==> config.mk <==
export PLATFORM = sky130hd
export DESIGN_NAME = array_deque_engine
export DESIGN_NICKNAME = d
export VERILOG_FILES = /design/src/design/ade_pkg.sv /design/src/design/ade_front.sv /design/src/design/ade_cmd_fifo.sv /design/src/design/ade_back.sv /design/src/design/array_deque_engine.sv
export SDC_FILE = /design/constraint.sdc
export NUM_CORES = 1
export LEC_CHECK = 0
export BUFFER_PORTS_ARGS = -buffer_cell sky130_fd_sc_hd__buf_2
export CORE_MARGIN = 4
export CORE_UTILIZATION = 35
export DETAILED_ROUTE_END_ITERATION = 10
export GPL_TIMING_DRIVEN = 0
export PLACE_DENSITY = 0.6
export SYNTH_ARGS = -nofsm -noshare
export SYNTH_HDL_FRONTEND = slang
export SYNTH_HIERARCHICAL = 1
export SYNTH_SLANG_ARGS = --single-unit
==> constraint.sdc <==
create_clock -name aclk -period 4.01 [get_ports aclk]
set_input_delay 0.6015 -clock aclk [delete_from_list [all_inputs] [get_ports aclk]]
set_output_delay 0.6015 -clock aclk [all_outputs]
set_load 0.01 [all_outputs]
==> src/design/ade_pkg.sv <==
`timescale 1ns / 1ps

package ade_pkg;

    // Opcodes on the input channel
    localparam logic [2:0] OP_INS_LEFT  = 3'd0;
    localparam logic [2:0] OP_INS_RIGHT = 3'd1;
    localparam logic [2:0] OP_DEL_LEFT  = 3'd2;
    localparam logic [2:0] OP_DEL_RIGHT = 3'd3;
    localparam logic [2:0] OP_DISPLAY   = 3'd4;

    // Result status codes
    localparam logic [1:0] ST_OK    = 2'd0;
    localparam logic [1:0] ST_FULL  = 2'd1;
    localparam logic [1:0] ST_EMPTY = 2'd2;

    // Command queue between front and back
    localparam int CMDQ_DEPTH = 2;

    typedef struct packed {
        logic [2:0]         opcode;
        logic signed [31:0] value;
    } in_item_t;

    typedef struct packed {
        logic [1:0]         status;
        logic signed [31:0] data;
        logic               last;
    } out_item_t;

    typedef enum logic [2:0] {
        CMD_INS_LEFT,
        CMD_INS_RIGHT,
        CMD_DEL_LEFT,
        CMD_DEL_RIGHT,
        CMD_DISPLAY
    } cmd_kind_t;

    typedef struct packed {
        cmd_kind_t          kind;
        logic signed [31:0] value;
    } cmd_t;

    typedef enum logic [1:0] {
        BK_IDLE,
        BK_READ,
        BK_OUT
    } bk_state_t;

endpackage

==> src/design/ade_front.sv <==
`timescale 1ns / 1ps

module ade_front (
    input  logic             aresetn,
    input  logic             s_valid,
    output logic             s_ready,
    input  ade_pkg::in_item_t s_data,
    input  logic             cmdq_full,
    output logic             cmd_push,
    output ade_pkg::cmd_t    cmd_wdata
);

    logic legal_op;

    // Take a transaction whenever the queue has room
    assign s_ready = ~cmdq_full;

    // Classify the opcode; drop codes that mean nothing
    always_comb begin
        legal_op       = 1'b1;
        cmd_wdata.kind = ade_pkg::CMD_DISPLAY;
        unique case (s_data.opcode)
            ade_pkg::OP_INS_LEFT:  cmd_wdata.kind = ade_pkg::CMD_INS_LEFT;
            ade_pkg::OP_INS_RIGHT: cmd_wdata.kind = ade_pkg::CMD_INS_RIGHT;
            ade_pkg::OP_DEL_LEFT:  cmd_wdata.kind = ade_pkg::CMD_DEL_LEFT;
            ade_pkg::OP_DEL_RIGHT: cmd_wdata.kind = ade_pkg::CMD_DEL_RIGHT;
            ade_pkg::OP_DISPLAY:   cmd_wdata.kind = ade_pkg::CMD_DISPLAY;
            default:               legal_op       = 1'b0;
        endcase
        cmd_wdata.value = s_data.value;
    end

    assign cmd_push = s_valid & s_ready & legal_op & aresetn;

endmodule

==> src/design/ade_cmd_fifo.sv <==
`timescale 1ns / 1ps

module ade_cmd_fifo (
    input  logic          aclk,
    input  logic          aresetn,
    input  logic          push,
    input  ade_pkg::cmd_t wdata,
    output logic          full,
    input  logic          pop,
    output logic          rvalid,
    output ade_pkg::cmd_t rdata
);

    localparam int PTR_W = $clog2(ade_pkg::CMDQ_DEPTH);
    localparam int CNT_W = $clog2(ade_pkg::CMDQ_DEPTH + 1);

    ade_pkg::cmd_t    entry_reg [ade_pkg::CMDQ_DEPTH];
    logic [PTR_W-1:0] wr_ptr_reg, wr_ptr_next;
    logic [PTR_W-1:0] rd_ptr_reg, rd_ptr_next;
    logic [CNT_W-1:0] count_reg, count_next;

    assign full   = (count_reg == CNT_W'(ade_pkg::CMDQ_DEPTH));
    assign rvalid = (count_reg != '0);
    assign rdata  = entry_reg[rd_ptr_reg];

    // Advance pointers and occupancy
    always_comb begin
        wr_ptr_next = wr_ptr_reg;
        rd_ptr_next = rd_ptr_reg;
        count_next  = count_reg;
        if (push) begin
            wr_ptr_next = (wr_ptr_reg == PTR_W'(ade_pkg::CMDQ_DEPTH - 1)) ?
                          '0 : wr_ptr_reg + PTR_W'(1);
        end
        if (pop) begin
            rd_ptr_next = (rd_ptr_reg == PTR_W'(ade_pkg::CMDQ_DEPTH - 1)) ?
                          '0 : rd_ptr_reg + PTR_W'(1);
        end
        if (push && !pop) begin
            count_next = count_reg + CNT_W'(1);
        end else if (pop && !push) begin
            count_next = count_reg - CNT_W'(1);
        end
    end

    always_ff @(posedge aclk) begin
        if (!aresetn) begin
            wr_ptr_reg <= '0;
            rd_ptr_reg <= '0;
            count_reg  <= '0;
        end else begin
            wr_ptr_reg <= wr_ptr_next;
            rd_ptr_reg <= rd_ptr_next;
            count_reg  <= count_next;
        end
    end

    // Store the incoming command
    always_ff @(posedge aclk) begin
        if (push) begin
            entry_reg[wr_ptr_reg] <= wdata;
        end
    end

endmodule

==> src/design/ade_back.sv <==
`timescale 1ns / 1ps

module ade_back #(
    parameter int DEPTH = 16
) (
    input  logic               aclk,
    input  logic               aresetn,
    input  logic               cmd_valid,
    input  ade_pkg::cmd_t      cmd,
    output logic               cmd_pop,
    output logic               m_valid,
    input  logic               m_ready,
    output ade_pkg::out_item_t m_data
);

    localparam int IDX_W = (DEPTH > 1) ? $clog2(DEPTH) : 1;
    localparam logic [IDX_W-1:0] LAST_SLOT = IDX_W'(DEPTH - 1);

    ade_pkg::bk_state_t state_reg, state_next;

    logic [IDX_W-1:0]   head_reg, head_next;
    logic [IDX_W-1:0]   tail_reg, tail_next;
    logic               empty_reg, empty_next;
    logic [IDX_W-1:0]   cursor_reg, cursor_next;
    logic               disp_reg, disp_next;
    ade_pkg::out_item_t out_reg, out_next;
    logic               load_out;

    logic signed [31:0] mem [DEPTH];
    logic signed [31:0] rd_data_reg;
    logic               wr_en, rd_en;
    logic [IDX_W-1:0]   wr_addr, rd_addr;
    logic               needs_read;
    logic               more_disp;

    // Deletes and displays of a non-empty queue go through the slot memory
    assign needs_read = !empty_reg &&
                        (cmd.kind == ade_pkg::CMD_DEL_LEFT ||
                         cmd.kind == ade_pkg::CMD_DEL_RIGHT ||
                         cmd.kind == ade_pkg::CMD_DISPLAY);
    assign more_disp  = disp_reg && !out_reg.last;

    // Next state
    always_comb begin
        state_next = state_reg;
        unique case (state_reg)
            ade_pkg::BK_IDLE: begin
                if (cmd_valid) begin
                    state_next = needs_read ? ade_pkg::BK_READ : ade_pkg::BK_OUT;
                end
            end
            ade_pkg::BK_READ: begin
                state_next = ade_pkg::BK_OUT;
            end
            ade_pkg::BK_OUT: begin
                if (m_ready) begin
                    state_next = more_disp ? ade_pkg::BK_READ : ade_pkg::BK_IDLE;
                end
            end
            default: state_next = ade_pkg::BK_IDLE;
        endcase
    end

    // Datapath control and index updates
    always_comb begin
        cmd_pop     = 1'b0;
        wr_en       = 1'b0;
        wr_addr     = '0;
        rd_en       = 1'b0;
        rd_addr     = cursor_reg;
        head_next   = head_reg;
        tail_next   = tail_reg;
        empty_next  = empty_reg;
        cursor_next = cursor_reg;
        disp_next   = disp_reg;
        load_out    = 1'b0;
        out_next    = '{status: ade_pkg::ST_OK, data: '0, last: 1'b1};
        unique case (state_reg)
            ade_pkg::BK_IDLE: begin
                if (cmd_valid) begin
                    cmd_pop = 1'b1;
                    unique case (cmd.kind)
                        ade_pkg::CMD_INS_LEFT: begin
                            load_out = 1'b1;
                            if (empty_reg) begin
                                wr_en      = 1'b1;
                                head_next  = '0;
                                tail_next  = '0;
                                empty_next = 1'b0;
                            end else if (head_reg == '0) begin
                                out_next.status = ade_pkg::ST_FULL;
                            end else begin
                                wr_en     = 1'b1;
                                wr_addr   = head_reg - IDX_W'(1);
                                head_next = head_reg - IDX_W'(1);
                            end
                        end
                        ade_pkg::CMD_INS_RIGHT: begin
                            load_out = 1'b1;
                            if (empty_reg) begin
                                wr_en      = 1'b1;
                                head_next  = '0;
                                tail_next  = '0;
                                empty_next = 1'b0;
                            end else if (tail_reg == LAST_SLOT) begin
                                out_next.status = ade_pkg::ST_FULL;
                            end else begin
                                wr_en     = 1'b1;
                                wr_addr   = tail_reg + IDX_W'(1);
                                tail_next = tail_reg + IDX_W'(1);
                            end
                        end
                        ade_pkg::CMD_DEL_LEFT,
                        ade_pkg::CMD_DEL_RIGHT: begin
                            disp_next = 1'b0;
                            if (empty_reg) begin
                                load_out        = 1'b1;
                                out_next.status = ade_pkg::ST_EMPTY;
                            end else begin
                                rd_en = 1'b1;
                                if (cmd.kind == ade_pkg::CMD_DEL_LEFT) begin
                                    rd_addr = head_reg;
                                end else begin
                                    rd_addr = tail_reg;
                                end
                                if (head_reg == tail_reg) begin
                                    head_next  = '0;
                                    tail_next  = '0;
                                    empty_next = 1'b1;
                                end else if (cmd.kind == ade_pkg::CMD_DEL_LEFT) begin
                                    head_next = head_reg + IDX_W'(1);
                                end else begin
                                    tail_next = tail_reg - IDX_W'(1);
                                end
                            end
                        end
                        ade_pkg::CMD_DISPLAY: begin
                            if (empty_reg) begin
                                disp_next       = 1'b0;
                                load_out        = 1'b1;
                                out_next.status = ade_pkg::ST_EMPTY;
                            end else begin
                                disp_next   = 1'b1;
                                rd_en       = 1'b1;
                                rd_addr     = head_reg;
                                cursor_next = head_reg;
                            end
                        end
                        default: begin
                            load_out = 1'b0;
                        end
                    endcase
                end
            end
            ade_pkg::BK_READ: begin
                load_out      = 1'b1;
                out_next.data = rd_data_reg;
                out_next.last = !disp_reg || (cursor_reg == tail_reg);
            end
            ade_pkg::BK_OUT: begin
                // Step the display cursor once the current result is taken
                if (m_ready && more_disp) begin
                    cursor_next = cursor_reg + IDX_W'(1);
                    rd_en       = 1'b1;
                    rd_addr     = cursor_reg + IDX_W'(1);
                end
            end
            default: begin
                load_out = 1'b0;
            end
        endcase
    end

    always_ff @(posedge aclk) begin
        if (!aresetn) begin
            state_reg  <= ade_pkg::BK_IDLE;
            head_reg   <= '0;
            tail_reg   <= '0;
            empty_reg  <= 1'b1;
            cursor_reg <= '0;
            disp_reg   <= 1'b0;
        end else begin
            state_reg  <= state_next;
            head_reg   <= head_next;
            tail_reg   <= tail_next;
            empty_reg  <= empty_next;
            cursor_reg <= cursor_next;
            disp_reg   <= disp_next;
        end
    end

    // Hold the result until it is taken
    always_ff @(posedge aclk) begin
        if (load_out) begin
            out_reg <= out_next;
        end
    end

    // Slot memory: one write and one registered read per cycle
    always_ff @(posedge aclk) begin
        if (wr_en) begin
            mem[wr_addr] <= cmd.value;
        end
        if (rd_en) begin
            rd_data_reg <= mem[rd_addr];
        end
    end

    assign m_valid = (state_reg == ade_pkg::BK_OUT);
    assign m_data  = out_reg;

endmodule

==> src/design/array_deque_engine.sv <==
`timescale 1ns / 1ps
// An insert result passes through the command queue and the result register; a delete
// also goes through the registered slot read. The back-end sequencer takes a new command only
// once the last result is taken; a display reads each stored element in turn, head to tail.
// Unknown opcodes are taken and dropped without a result.
// Reset (aresetn low, synchronous) empties the queue and clears the command queue;
// slot contents are kept and need no clearing pass.
module array_deque_engine #(
    parameter int DEPTH = 16
) (
    input  logic               aclk,
    input  logic               aresetn,
    input  logic               s_valid,
    output logic               s_ready,
    input  ade_pkg::in_item_t  s_data,
    output logic               m_valid,
    input  logic               m_ready,
    output ade_pkg::out_item_t m_data
);

    logic          cmdq_full;
    logic          cmd_push;
    ade_pkg::cmd_t cmd_wdata;
    logic          cmd_valid;
    logic          cmd_pop;
    ade_pkg::cmd_t cmd_rdata;

    ade_front u_front (
        .aresetn   (aresetn),
        .s_valid   (s_valid),
        .s_ready   (s_ready),
        .s_data    (s_data),
        .cmdq_full (cmdq_full),
        .cmd_push  (cmd_push),
        .cmd_wdata (cmd_wdata)
    );

    ade_cmd_fifo u_cmdq (
        .aclk    (aclk),
        .aresetn (aresetn),
        .push    (cmd_push),
        .wdata   (cmd_wdata),
        .full    (cmdq_full),
        .pop     (cmd_pop),
        .rvalid  (cmd_valid),
        .rdata   (cmd_rdata)
    );

    ade_back #(
        .DEPTH (DEPTH)
    ) u_back (
        .aclk      (aclk),
        .aresetn   (aresetn),
        .cmd_valid (cmd_valid),
        .cmd       (cmd_rdata),
        .cmd_pop   (cmd_pop),
        .m_valid   (m_valid),
        .m_ready   (m_ready),
        .m_data    (m_data)
    );

    // Back end never takes a command the queue does not hold
    a_pop_needs_cmd: assert property (@(posedge aclk) disable iff (!aresetn)
        cmd_pop |-> cmd_valid)
        else $error("command popped from empty queue");

    // Every legal transaction reaches the command queue
    a_legal_pushed: assert property (@(posedge aclk) disable iff (!aresetn)
        (s_valid && s_ready && s_data.opcode <= ade_pkg::OP_DISPLAY) |-> cmd_push)
        else $error("legal transaction not queued");

    // Unknown opcodes are dropped
    a_illegal_dropped: assert property (@(posedge aclk) disable iff (!aresetn)
        (s_valid && s_ready && s_data.opcode > ade_pkg::OP_DISPLAY) |-> !cmd_push)
        else $error("unknown opcode queued");

    // No result appears in the cycle after reset
    a_quiet_after_reset: assert property (@(posedge aclk)
        !aresetn |=> !m_valid)
        else $error("result valid straight after reset");

endmodule
* Yosys cells after proc, flatten, opt, wreduce, memory -nomap -nowiden *
Memories as Yosys holds them, arrays and structs flattened. A register that Yosys moved wholly into a read port is not among the register bits.
Cells that the tools add are included.

word-level totals
  input bits = 39
  register bits after elaboration = 55
  output and inout bits = 37
  memory bits (writable) = 582
  logic and storage cells = 160
  memories kept = 2

memories
  name              words  bits a word  rd ports  clocked after memory_dff  write ports  RTL line            source
  u_back.mem        16     32           1         1                         1            ade_back.sv:29      logic signed [31:0] mem [DEPTH];
  u_cmdq.entry_reg  2      35           1         1                         1            ade_cmd_fifo.sv:17  ade_pkg::cmd_t entry_reg [ade_pkg::CMDQ_DEPTH];

cells by class
  reduce and logical (&&, ||, !) cells = 34
  equal/unequal tests = 24
  mux-type cells = 75
  $add $sub $neg = 9
  bitwise operators = 4

operator list
  operator                                                            count
  4-bit two-way mux                                                   24
  4-bit case mux with 2 select lines                                  4
  1-bit two-way mux                                                   28
  4-bit case mux with 3 select lines                                  2
  2-bit two-way mux                                                   8
  7-bit AND reduction                                                 2
  4-bit by 1-bit adder with 4-bit output, second input constant       3
  3-bit by 2-bit == test with 1-bit output, second input constant     4
  1-bit case mux with 2 select lines                                  6
  2-bit case mux with 3 select lines                                  2
  3-bit case mux with 4 select lines                                  1
  2-bit nonzero test                                                  5
  3-bit AND reduction                                                 3
  4-bit == test                                                       2
  2-bit by 1-bit != test with 1-bit output, second input constant     4
  4-bit by 1-bit subtractor with 4-bit output, second input constant  2
  3-bit by 1-bit == test with 1-bit output, second input constant     2
  3-bit == test, second input constant                                2
  3-bit zero test                                                     2
  3-bit by 2-bit != test with 1-bit output, second input constant     2
  1-bit logical AND                                                   5
  1-bit zero test                                                     5
  5-bit OR reduction                                                  1
  2-bit == test, second input constant                                2
  17 further kinds                                                    25

* Depth between registers and ports, before layout *
Gate-level depths: netlist of the first run.

  depth after elaboration = 9
  depth in mapped cells = 15
  gate-level depth less buffers = 9

* Modules after synthesis *
Netlist of the first run, hierarchy kept.

modules (own cells, without submodules)
  module        cells an instance  times used  seq. area each (sq um)  area each (sq um)
  ade_back      1,770              1           17,707.0                24,054.3
  ade_cmd_fifo  131                1           2,202.1                 2,756.4
  ade_front     38                 1           0.0                     277.8

* Worst setup path before layout of the first run *
No wires, ideal clock.

  kind = register to register
  from = register with a tool-made name
  to = memory u_back.mem[1][0], enable pin
  stages on the path, launching flop included = 10
  buffers on the path = 3
  required time = 3.589 ns
  arrival time = 3.688 ns
  slack = -0.099 ns
  path through = dfxtp_1 > buf_2 > buf_6 > mux2_2 > buf_2 > nor2_1 > or4b_1 > o22ai_1 > o2111ai_1 > nor2_1

RTL lines
  what       RTL line
  to (decl)  ade_back.sv:29

==> results of run 1 <==
Yosys cell counts, types with 34 or more instances:
cell,instances
clkbuf_1,56
buf_2,43
nand4_1,34
edfxtp_1,649
mux2_2,36
nor2_1,138
mux2i_1,95
o21ai_0,56
and2_1,41
nand3_1,102
nand2_1,377
buf_4,38
metal layers:
| layer | global-route usage (%) | up-vias | wire [um] |
|---|---|---|---|
| met5 | 0 | - | 0 |
| met4 | 6.308 | 0 | 2280 |
| met3 | 2.923 | 136 | 4526 |
| met2 | 29.20 | 534 | 35080 |
| met1 | 20.94 | 8234 | 28510 |
| li1 | - | 7436 | - |
through the flow:
stage | util [%] | cells | hold slack, ns | worst slack (ns) | area (um^2)
after global placement | 37.47 | 3012 | 0.4736 | -2.386 | 28600
after global routing | 41.68 | 3168 | 0.1653 | -0.02946 | 31810
after floorplan | - | 1939 | 0.4612 | -0.09935 | 27100
final | 41.68 | 3168 | 0.1832 | 0.09494 | 31810
after CTS | 41.60 | 3167 | 0.1476 | 0.01294 | 31750
after detailed placement | 38.32 | 3033 | 0.5099 | -0.6160 | 29250
timing repair:
item                                    CTS  global route
endpoints found under the setup margin  471           168
pin swaps                                13             1
cloned                                    0             0
hold buffers                              0             0
setup buffers                            14             1
gates resized for setup                  31            20
power groups by stage:
stage	registers [mW]	logic [mW]	clock network (mW)
floorplan	8.74	3.80	0
global route	8.58	6.66	6.70
CTS	8.56	6.13	6.44
global placement	8.73	5.84	0
detailed placement	8.71	6.02	0
finish	8.56	6.14	6.28
worst max-delay path, delay by kind of cell (launching register included):
kind | cells | cell delay [ns]
simple gates | 3 | 0.43
mux | 1 | 0.41
flops | 1 | 0.33
buf+inv | 6 | 1.49
compound gates | 5 | 1.01
cell families after synthesis:
group / after synthesis / share of synthesized area [%]
buf+inv: 162 / 3.192
flops: 670 / 73.50
fa+ha+maj: 6 / 0.2771
compound gates: 207 / 5.187
xor+xnor: 17 / 0.5497
mux: 133 / 5.173
simple gates: 744 / 12.12
layout make-up:
cell class	count	area, um^2	area share (%)
clock buffers	84	1834	5.766
repair buffers	79	970.9	3.052
multi-input cells	1107	6502	20.44
plain buffers	147	882.1	2.773
inverters	15	56.30	0.1770
well taps	1030	1289	4.051
flip-flops and latches	670	19910	62.58
clock inverters	36	370.4	1.164
final timing paths:
kind,startpoint,to
worst min-delay path,s_data[9],u_cmdq/entry_reg[1][9]$_DFFE_PP_
worst min register to register,u_back/rd_data_reg[15]$_DFFE_PP_,u_back/m_data[16]$_SDFFCE_PP0P_
worst max register to register,register,u_back/rd_data_reg[23]$_DFFE_PP_
worst max-delay path,register,u_back/rd_data_reg[23]$_DFFE_PP_
==> flow_metrics.tcl, run 1 <==
set metrics [dict create \
    rsz0062_at_grt "yes" \
    dieWidth_um 286.2 \
    hold_viol 0 \
    drt_iter0_drc 1354 \
    first_global_vias 16330 \
    synth_top_area_share_pct 71.94 \
    synth-seq-cells 670 \
    remaining_drc_errors 0 \
    finalWirelength_mm 70.39 \
    worstPathRequired_ns 4.38 \
    status "finished clean" \
    worstMarginPinSlew_ns 0.9116 \
    area_delta_synth_final_pct 17.45 \
    cts_tree "yes" \
    htreeDepth 3 \
    cts_buffers 67 \
    dp_hpwl_mm 46.97 \
    fmax_mhz 255.4 \
    cts_num_sinks 670 \
    netlist_instances 1939 \
    largest_reg_flops 512 \
    cp_slowest_cell "mux2_2" \
    grt_pass1_wl_mm 102.8 \
    cp_data_arrival_time_ns 4.29 \
    worstPathCellList "buf_6, buf_6, mux2_2, buf_2, nor3b_2, o21ai_1, a31oi_2, o21a_1, buf_4, buf_4, buf_2, nand2_1, nand3_1, o21ai_1, o221ai_1" \
    grt_max_degree 23 \
    routedWlPerCell_um 22.22 \
    synth.net_count 1984 \
    clk_pin_slew_ns 0.06 \
    final.min_clock_period_ns 3.915 \
    mostFrequentLayoutCells "edfxtp_1 (649), nand2_1 (376), nor2_1 (121), nand3_1 (102), mux2i_1 (95)" \
    cpPeakStageDelay_ns 0.41 \
    antenna_found_initial 0 \
    combPwrFrac_pct 29.3 \
    netSwitchingPower_mw 6.882 \
    ys_warn_count 6 \
    synth_area_leaders "edfxtp_1 (72%), nand2_1 (5.2%), mux2i_1 (3.5%)" \
    ir_worst_vdd_v 0.0003486 \
    fin_crit_sh_pct 97.63 \
    p_leak_nw 11.04 \
    yosysSeqAreaShare_pct 73.50 \
    endpoint_kind "register" \
    pwr-share-clk_pct 29.9 \
    relSlewSlack_pct 39.23 \
    via_per_inst 5.158 \
    r2r_cells 15 \
    maxCapViolCount 0 \
    yosysUniqueCellTypes 70 \
    grt_overflow 0 \
    synth_edf_count 649 \
    die-area_mm2 0.08191 \
    clock_latency_ns 0.60 \
    p_total_mw 20.98 \
    hold_path_depth 1 \
    p_sw_share_pct 32.79 \
    slew_violations 0 \
    cts.path.max_buffers 3 \
    grt_usage_pct 16.76 \
    initial_utilization_pct 35.49 \
    io_pins 76 \
    synth_area_mm2 0.02709 \
    power.internal_mw 14.10 \
    tns_ns 0 \
    postSynthAreaPerCell_um2 13.97 \
    core_mm2 0.07633 \
    via_count 16340 \
    synth_ff_type "edfxtp_1" \
    crit_type "register to register" \
    power.density_mw_per_mm2 659.6 \
    fillCellCount 6904 \
    drive_gt1_share_pct 17.21 \
    mostFrequentLayoutCell "edfxtp_1" \
    cp_max_fo 10 \
    worst-r2r-setup-slack_ns 0.09 \
    num_rows 101 \
    min_path_type "primary input to register" \
    setup-violations-final 0 \
    p_seq_share_pct 40.8 \
    fin_skew_ns 0.02540 \
    async_flop_share_pct 0 \
    drtAntennaViolNets 0 \
    yosysTopAreaCell "edfxtp_1" \
    firstDrtPassIters 5 \
    cts_root_buf "clkbuf_16" \
    die_y_um 286.2 \
    num-nets-final 2132 \
    antenna_cells 0 \
    place.gp.congestion 0.8305 \
    start_kind "register" \
    numPortBuffers 43 \
]
(Power assumes the default switching activity.)
==> inputs of run 2 (changes only) <==
- CTS_BUF_LIST: not set -> sky130_fd_sc_hd__clkbuf_4
- SETUP_SLACK_MARGIN: not set -> 0.05
==> run 2 against run 1 <==
Clock skew grew 0.023 ns. Cell area up 0.97%. Sequential cell count did not move. Die area did not move.
==> flow_metrics.tcl, run 2 (synthesis results as in run 1) <==
set metrics [dict create \
    status "finished clean" \
    rr_endpoint "u_back/rd_data_reg[10]$_DFFE_PP_" \
    worstMarginPinSlew_ns 0.9006 \
    setup-violations-final 0 \
    worst-r2r-setup-slack_ns 0.09 \
    slew_violations 0 \
    firstDrtPassIters 5 \
    cp_slowest_cell "clkbuf_1" \
    worstPathCellList "buf_6, buf_6, mux2_2, buf_4, nor3b_2, o21ai_1, a31oi_2, o21ai_2, clkbuf_4, clkbuf_1, nand2_1, nand2_1, o21ai_0, o221ai_1" \
    core_mm2 0.07633 \
    hold_viol 0 \
    io_pins 76 \
    remaining_drc_errors 0 \
    dieWidth_um 286.2 \
    cp_max_fo 10 \
    clock_latency_ns 1.00 \
    mostFrequentLayoutCells "edfxtp_1 (649), nand2_1 (376), clkbuf_4 (249), nor2_1 (121), nand3_1 (102)" \
    clk_pin_slew_ns 0.06 \
    mostFrequentLayoutCell "edfxtp_1" \
    grt_overflow 0 \
    maxCapViolCount 0 \
    via_per_inst 5.065 \
    drt_iter0_drc 1380 \
    worstPathRequired_ns 4.78 \
    cts_root_buf "clkbuf_4" \
    min_path_type "primary input to register" \
    worstHoldStart "s_valid" \
    rsz0062_at_grt "yes" \
    dp_cells 3033 \
    largest_reg_flops 512 \
    fin_crit_sh_pct 97.73 \
    cts_buffers 167 \
    start_kind "register" \
    place_ws_ns -0.6160 \
    cts_tree "yes" \
    initial_utilization_pct 35.49 \
    endpoint "u_back/rd_data_reg[10]$_DFFE_PP_" \
    wl_met3_mm 5.243 \
    fin_skew_ns 0.04818 \
    die-area_mm2 0.08191 \
    cts.path.max_buffers 3 \
    crit_type "register to register" \
    cts_num_sinks 670 \
    place.gp.congestion 0.8305 \
    drive_gt1_share_pct 22.77 \
    area_delta_synth_final_pct 18.59 \
    htreeDepth 4 \
    final_core_util_pct 42.09 \
    postLayoutSetupSlackWorst_ns 0.09097 \
    ir_worst_vdd_v 0.0004129 \
    r2r_cells 14 \
    dp_hpwl_mm 46.97 \
    routedWlPerCell_um 21.03 \
    via_count 17110 \
    tns_ns 0 \
    grt_max_degree 23 \
    first_global_vias 17360 \
    num_rows 101 \
    fmax_mhz 255.2 \
    drtAntennaViolNets 0 \
    grt_usage_pct 17.17 \
    relSlewSlack_pct 39.96 \
    num-nets-final 2270 \
    wl_met1_mm 28.40 \
    power.density_mw_per_mm2 634.4 \
    grt_pass1_wl_mm 104.9 \
    wl_met2_mm 35.29 \
    p_leak_nw 11.38 \
    cp_data_arrival_time_ns 4.69 \
    endpoint_kind "register" \
    finalWirelength_mm 71.05 \
    numPortBuffers 43 \
    die_y_um 286.2 \
    final_cells 3378 \
    antenna_found_initial 2 \
    final.min_clock_period_ns 3.919 \
    top_layer_used "met4" \
    cpPeakStageDelay_ns 0.51 \
]
## run 2: metal layers
layer | vias up | global-route usage, %
li1 | 7828 | -
met1 | 8472 | 20.70
met4 | 0 | 6.855
met5 | - | 0
met2 | 675 | 29.22
met3 | 134 | 4.790
## run 2: power by group
part           internal [mW]  leakage (nW)  switching (mW)
Sequential              8.47          6.03          0.0850
Combinational           2.03          4.11            4.19
Clock                   2.93          1.25            2.67
## run 2: per-stage QoR
step | total power, mW | hold slack, ns | instance area (um^2)
2_1_floorplan | 12.54 | 0.4612 | 27100
3_3_place_gp | 14.57 | 0.4736 | 28600
3_5_place_dp | 14.73 | 0.5099 | 29250
4_1_cts | 20.53 | 0.05995 | 32040
5_1_grt | 21.49 | 0.1269 | 32120
6_report | 20.38 | 0.1947 | 32120
## run 2: worst min path at each step
stage / end / slack, ns / depth (start not counted)
6_report: u_cmdq/wr_ptr_reg$_SDFFE_PN0P_ / 0.19 / 4
5_1_grt: u_cmdq/wr_ptr_reg$_SDFFE_PN0P_ / 0.13 / 4
4_1_cts: u_cmdq/wr_ptr_reg$_SDFFE_PN0P_ / 0.06 / 4
3_5_place_dp: u_back/m_data[20]$_SDFFCE_PP0P_ / 0.51 / 1
3_3_place_gp: u_cmdq/count_reg[1]$_SDFFE_PN0P_ / 0.47 / 2
2_1_floorplan: u_cmdq/count_reg[1]$_SDFFE_PN0P_ / 0.46 / 2
## run 2: area by class of cell
class | instances | area (um^2)
clock inverter | 50 | 304.0
buffer | 146 | 908.4
fill | 6975 | 44200
sequential | 670 | 19910
clock buffer | 239 | 1794
multi-input combinational | 1107 | 6509
timing repair buffer | 118 | 1346
antenna | 3 | 7.507
inverter | 15 | 56.30
tap | 1030 | 1289
## run 2: what timing repair did
action                                  CTS  global route
endpoints found under the setup margin  515            98
resized for setup                        37            30
endpoints found under the hold margin    78             0
cloned                                    0             0
buffers inserted                         14             2
pin swaps                                14             3
hold buffers                             38             0
## run 2: worst max-delay path: cells and delay by family, from the launching register on
| kind | cells | cell delay, ns |
|---|---|---|
| buf+inv | 5 | 1.48 |
| flops | 1 | 0.34 |
| mux | 1 | 0.43 |
| simple gates | 3 | 0.36 |
| compound gates | 5 | 1.05 |
==> inputs of run 3 (changes only) <==
- CORE_MARGIN: 4 -> 1
- PLACE_DENSITY: 0.6 -> not set
==> run 3 against run 2 <==
Maximum frequency is 0.69% higher. Core utilization hardly changed. Sequential cell count stayed put. Clock skew is 0.0037 ns higher. Non-clock buffer count is 3 higher. Critical path type unchanged. Largest cell class unchanged.
==> flow_metrics.tcl, run 3 (synthesis results as in run 1) <==
set metrics [dict create \
    cts_buffers 164 \
    cts_num_sinks 670 \
    htreeDepth 4 \
    mostFrequentLayoutCell "edfxtp_1" \
    via_count 17110 \
    mostFrequentLayoutCells "edfxtp_1 (649), nand2_1 (372), clkbuf_4 (224), nor2_1 (121), nand3_1 (102)" \
    power.density_mw_per_mm2 629.5 \
    grt_max_degree 25 \
    worstMarginPinSlew_ns 0.9392 \
    via_per_inst 5.094 \
    slew_violations 0 \
    status "finished clean" \
    rsz0062_at_grt "yes" \
    p_leak_nw 11.31 \
    area_delta_synth_final_pct 18.43 \
    p_total_mw 20.19 \
    io_pins 76 \
    remaining_drc_errors 0 \
    setup-violations-final 0 \
    dieWidth_um 280.2 \
    finalWirelength_mm 72.39 \
    grt_usage_pct 18.72 \
    crit_type "register to register" \
    fin_skew_ns 0.05184 \
    antenna_found_initial 1 \
    tns_ns 0 \
    core_mm2 0.07620 \
    routedWlPerCell_um 21.56 \
    holdWs_ns 0.1959 \
    die-area_mm2 0.07851 \
    numPortBuffers 43 \
    drt_iter0_drc 1593 \
    firstDrtPassIters 5 \
    seqCellArea_mm2 0.01991 \
    fillCellCount 6904 \
    min_path_type "primary input to register" \
    num_rows 101 \
    maxCapViolCount 0 \
    largest_reg_flops 512 \
    worstHoldStart "s_valid" \
    start_kind "register" \
    grt_overflow 0 \
    initial_utilization_pct 35.55 \
    die_y_um 280.2 \
    fmax_mhz 256.9 \
    worstPathRequired_ns 4.76 \
    fin_crit_sh_pct 97.06 \
    place.gp.congestion 0.8174 \
    grt_pass1_wl_mm 107.2 \
    ir_worst_vdd_v 0.0004195 \
    cp_data_arrival_time_ns 4.65 \
    endpoint_kind "register" \
    num-nets-final 2270 \
    cts_root_buf "clkbuf_4" \
    drtAntennaViolNets 0 \
    final.min_clock_period_ns 3.892 \
    clock_latency_ns 1.01 \
    relSlewSlack_pct 37.39 \
    hold_viol 0 \
    multiInputGateArea_mm2 0.006539 \
    first_global_vias 17360 \
    drive_gt1_share_pct 22.30 \
    dp_hpwl_mm 47.80 \
    cp_max_fo 10 \
    cts.path.max_buffers 3 \
    clk_pin_slew_ns 0.06 \
    cts_tree "yes" \
]
-- run 3: cell count changes in the layout (fill, tap and decap cells not counted), moves of 4 or more --
cell	previous run	this run
buf_12	17	24
clkbuf_4	249	224
clkinv_2	9	5
clkbuf_2	19	15
nand2_1	376	372
nand2_2	3	7
buf_2	72	77
-- run 3: stage by stage --
stage / util, % / instances / area (um^2) / setup WS (ns)
CTS: 41.99 / 3357 / 32000 / 0.04841
global placement: 37.54 / 3012 / 28600 / -2.552
detailed placement: 38.41 / 3034 / 29270 / -0.6441
global route: 42.10 / 3358 / 32080 / 0.02829
floorplan: - / 1939 / 27100 / -0.09935
finish: 42.10 / 3358 / 32080 / 0.1180
-- run 3: routing by layer --
| layer | global-route usage [%] | wire (um) | vias up |
|---|---|---|---|
| met5 | 0 | 0 | - |
| met2 | 31.65 | 36090 | 706 |
| met4 | 7.846 | 2146 | 0 |
| met3 | 4.222 | 4942 | 133 |
| met1 | 23.01 | 29210 | 8468 |
| li1 | - | - | 7800 |
-- run 3: area by class of cell --
class	count	share of cell area, %
Clock inverter	48	0.8853
Inverter	15	0.1755
Timing Repair Buffer	121	4.540
Clock buffer	220	5.148
Tap cell	1030	4.017
Multi-Input combinational cell	1107	20.38
Antenna cell	1	0.007800
Buffer	146	2.789
Sequential cell	670	62.06
-- run 3: timing repair --
action | 4_1_cts | 5_1_grt
endpoints found under the setup margin | 531 | 309
gates resized for setup | 39 | 30
hold buffers | 38 | 0
hold endpoints to repair | 82 | 0
setup buffers | 17 | 1
pin swaps | 15 | 2
-- run 3: path summary, 6_finish.rpt --
check	endpoint	slack, ns	depth (start not counted)
worst max-delay path	u_back/rd_data_reg[29]$_DFFE_PP_	0.12	15
worst min-delay path	u_cmdq/wr_ptr_reg$_SDFFE_PN0P_	0.20	4
worst max register to register	u_back/rd_data_reg[29]$_DFFE_PP_	0.12	15
worst min register to register	u_back/m_data[32]$_SDFFCE_PP0P_	0.52	1
-- run 3: report_power, final --
part	internal [mW]	leakage [nW]	switching, mW	total [mW]
Sequential	8.47	6.03	0.0815	8.55
Combinational	2.04	4.15	4.29	6.34
Clock	2.67	1.14	2.64	5.31
-- run 3: worst max-delay path, cell delays in order, from the launching register on --
cell      delay, ns
dfxtp_1        0.33
buf_6          0.21
buf_6          0.22
mux2_2         0.43
buf_4          0.20
nor3b_2        0.17
o21ai_2        0.24
a31oi_4        0.16
o21ai_4        0.14
buf_4          0.29
buf_6          0.22
buf_2          0.34
nand2_1        0.10
nand3_1        0.10
o21ai_0        0.11
o221ai_1       0.38
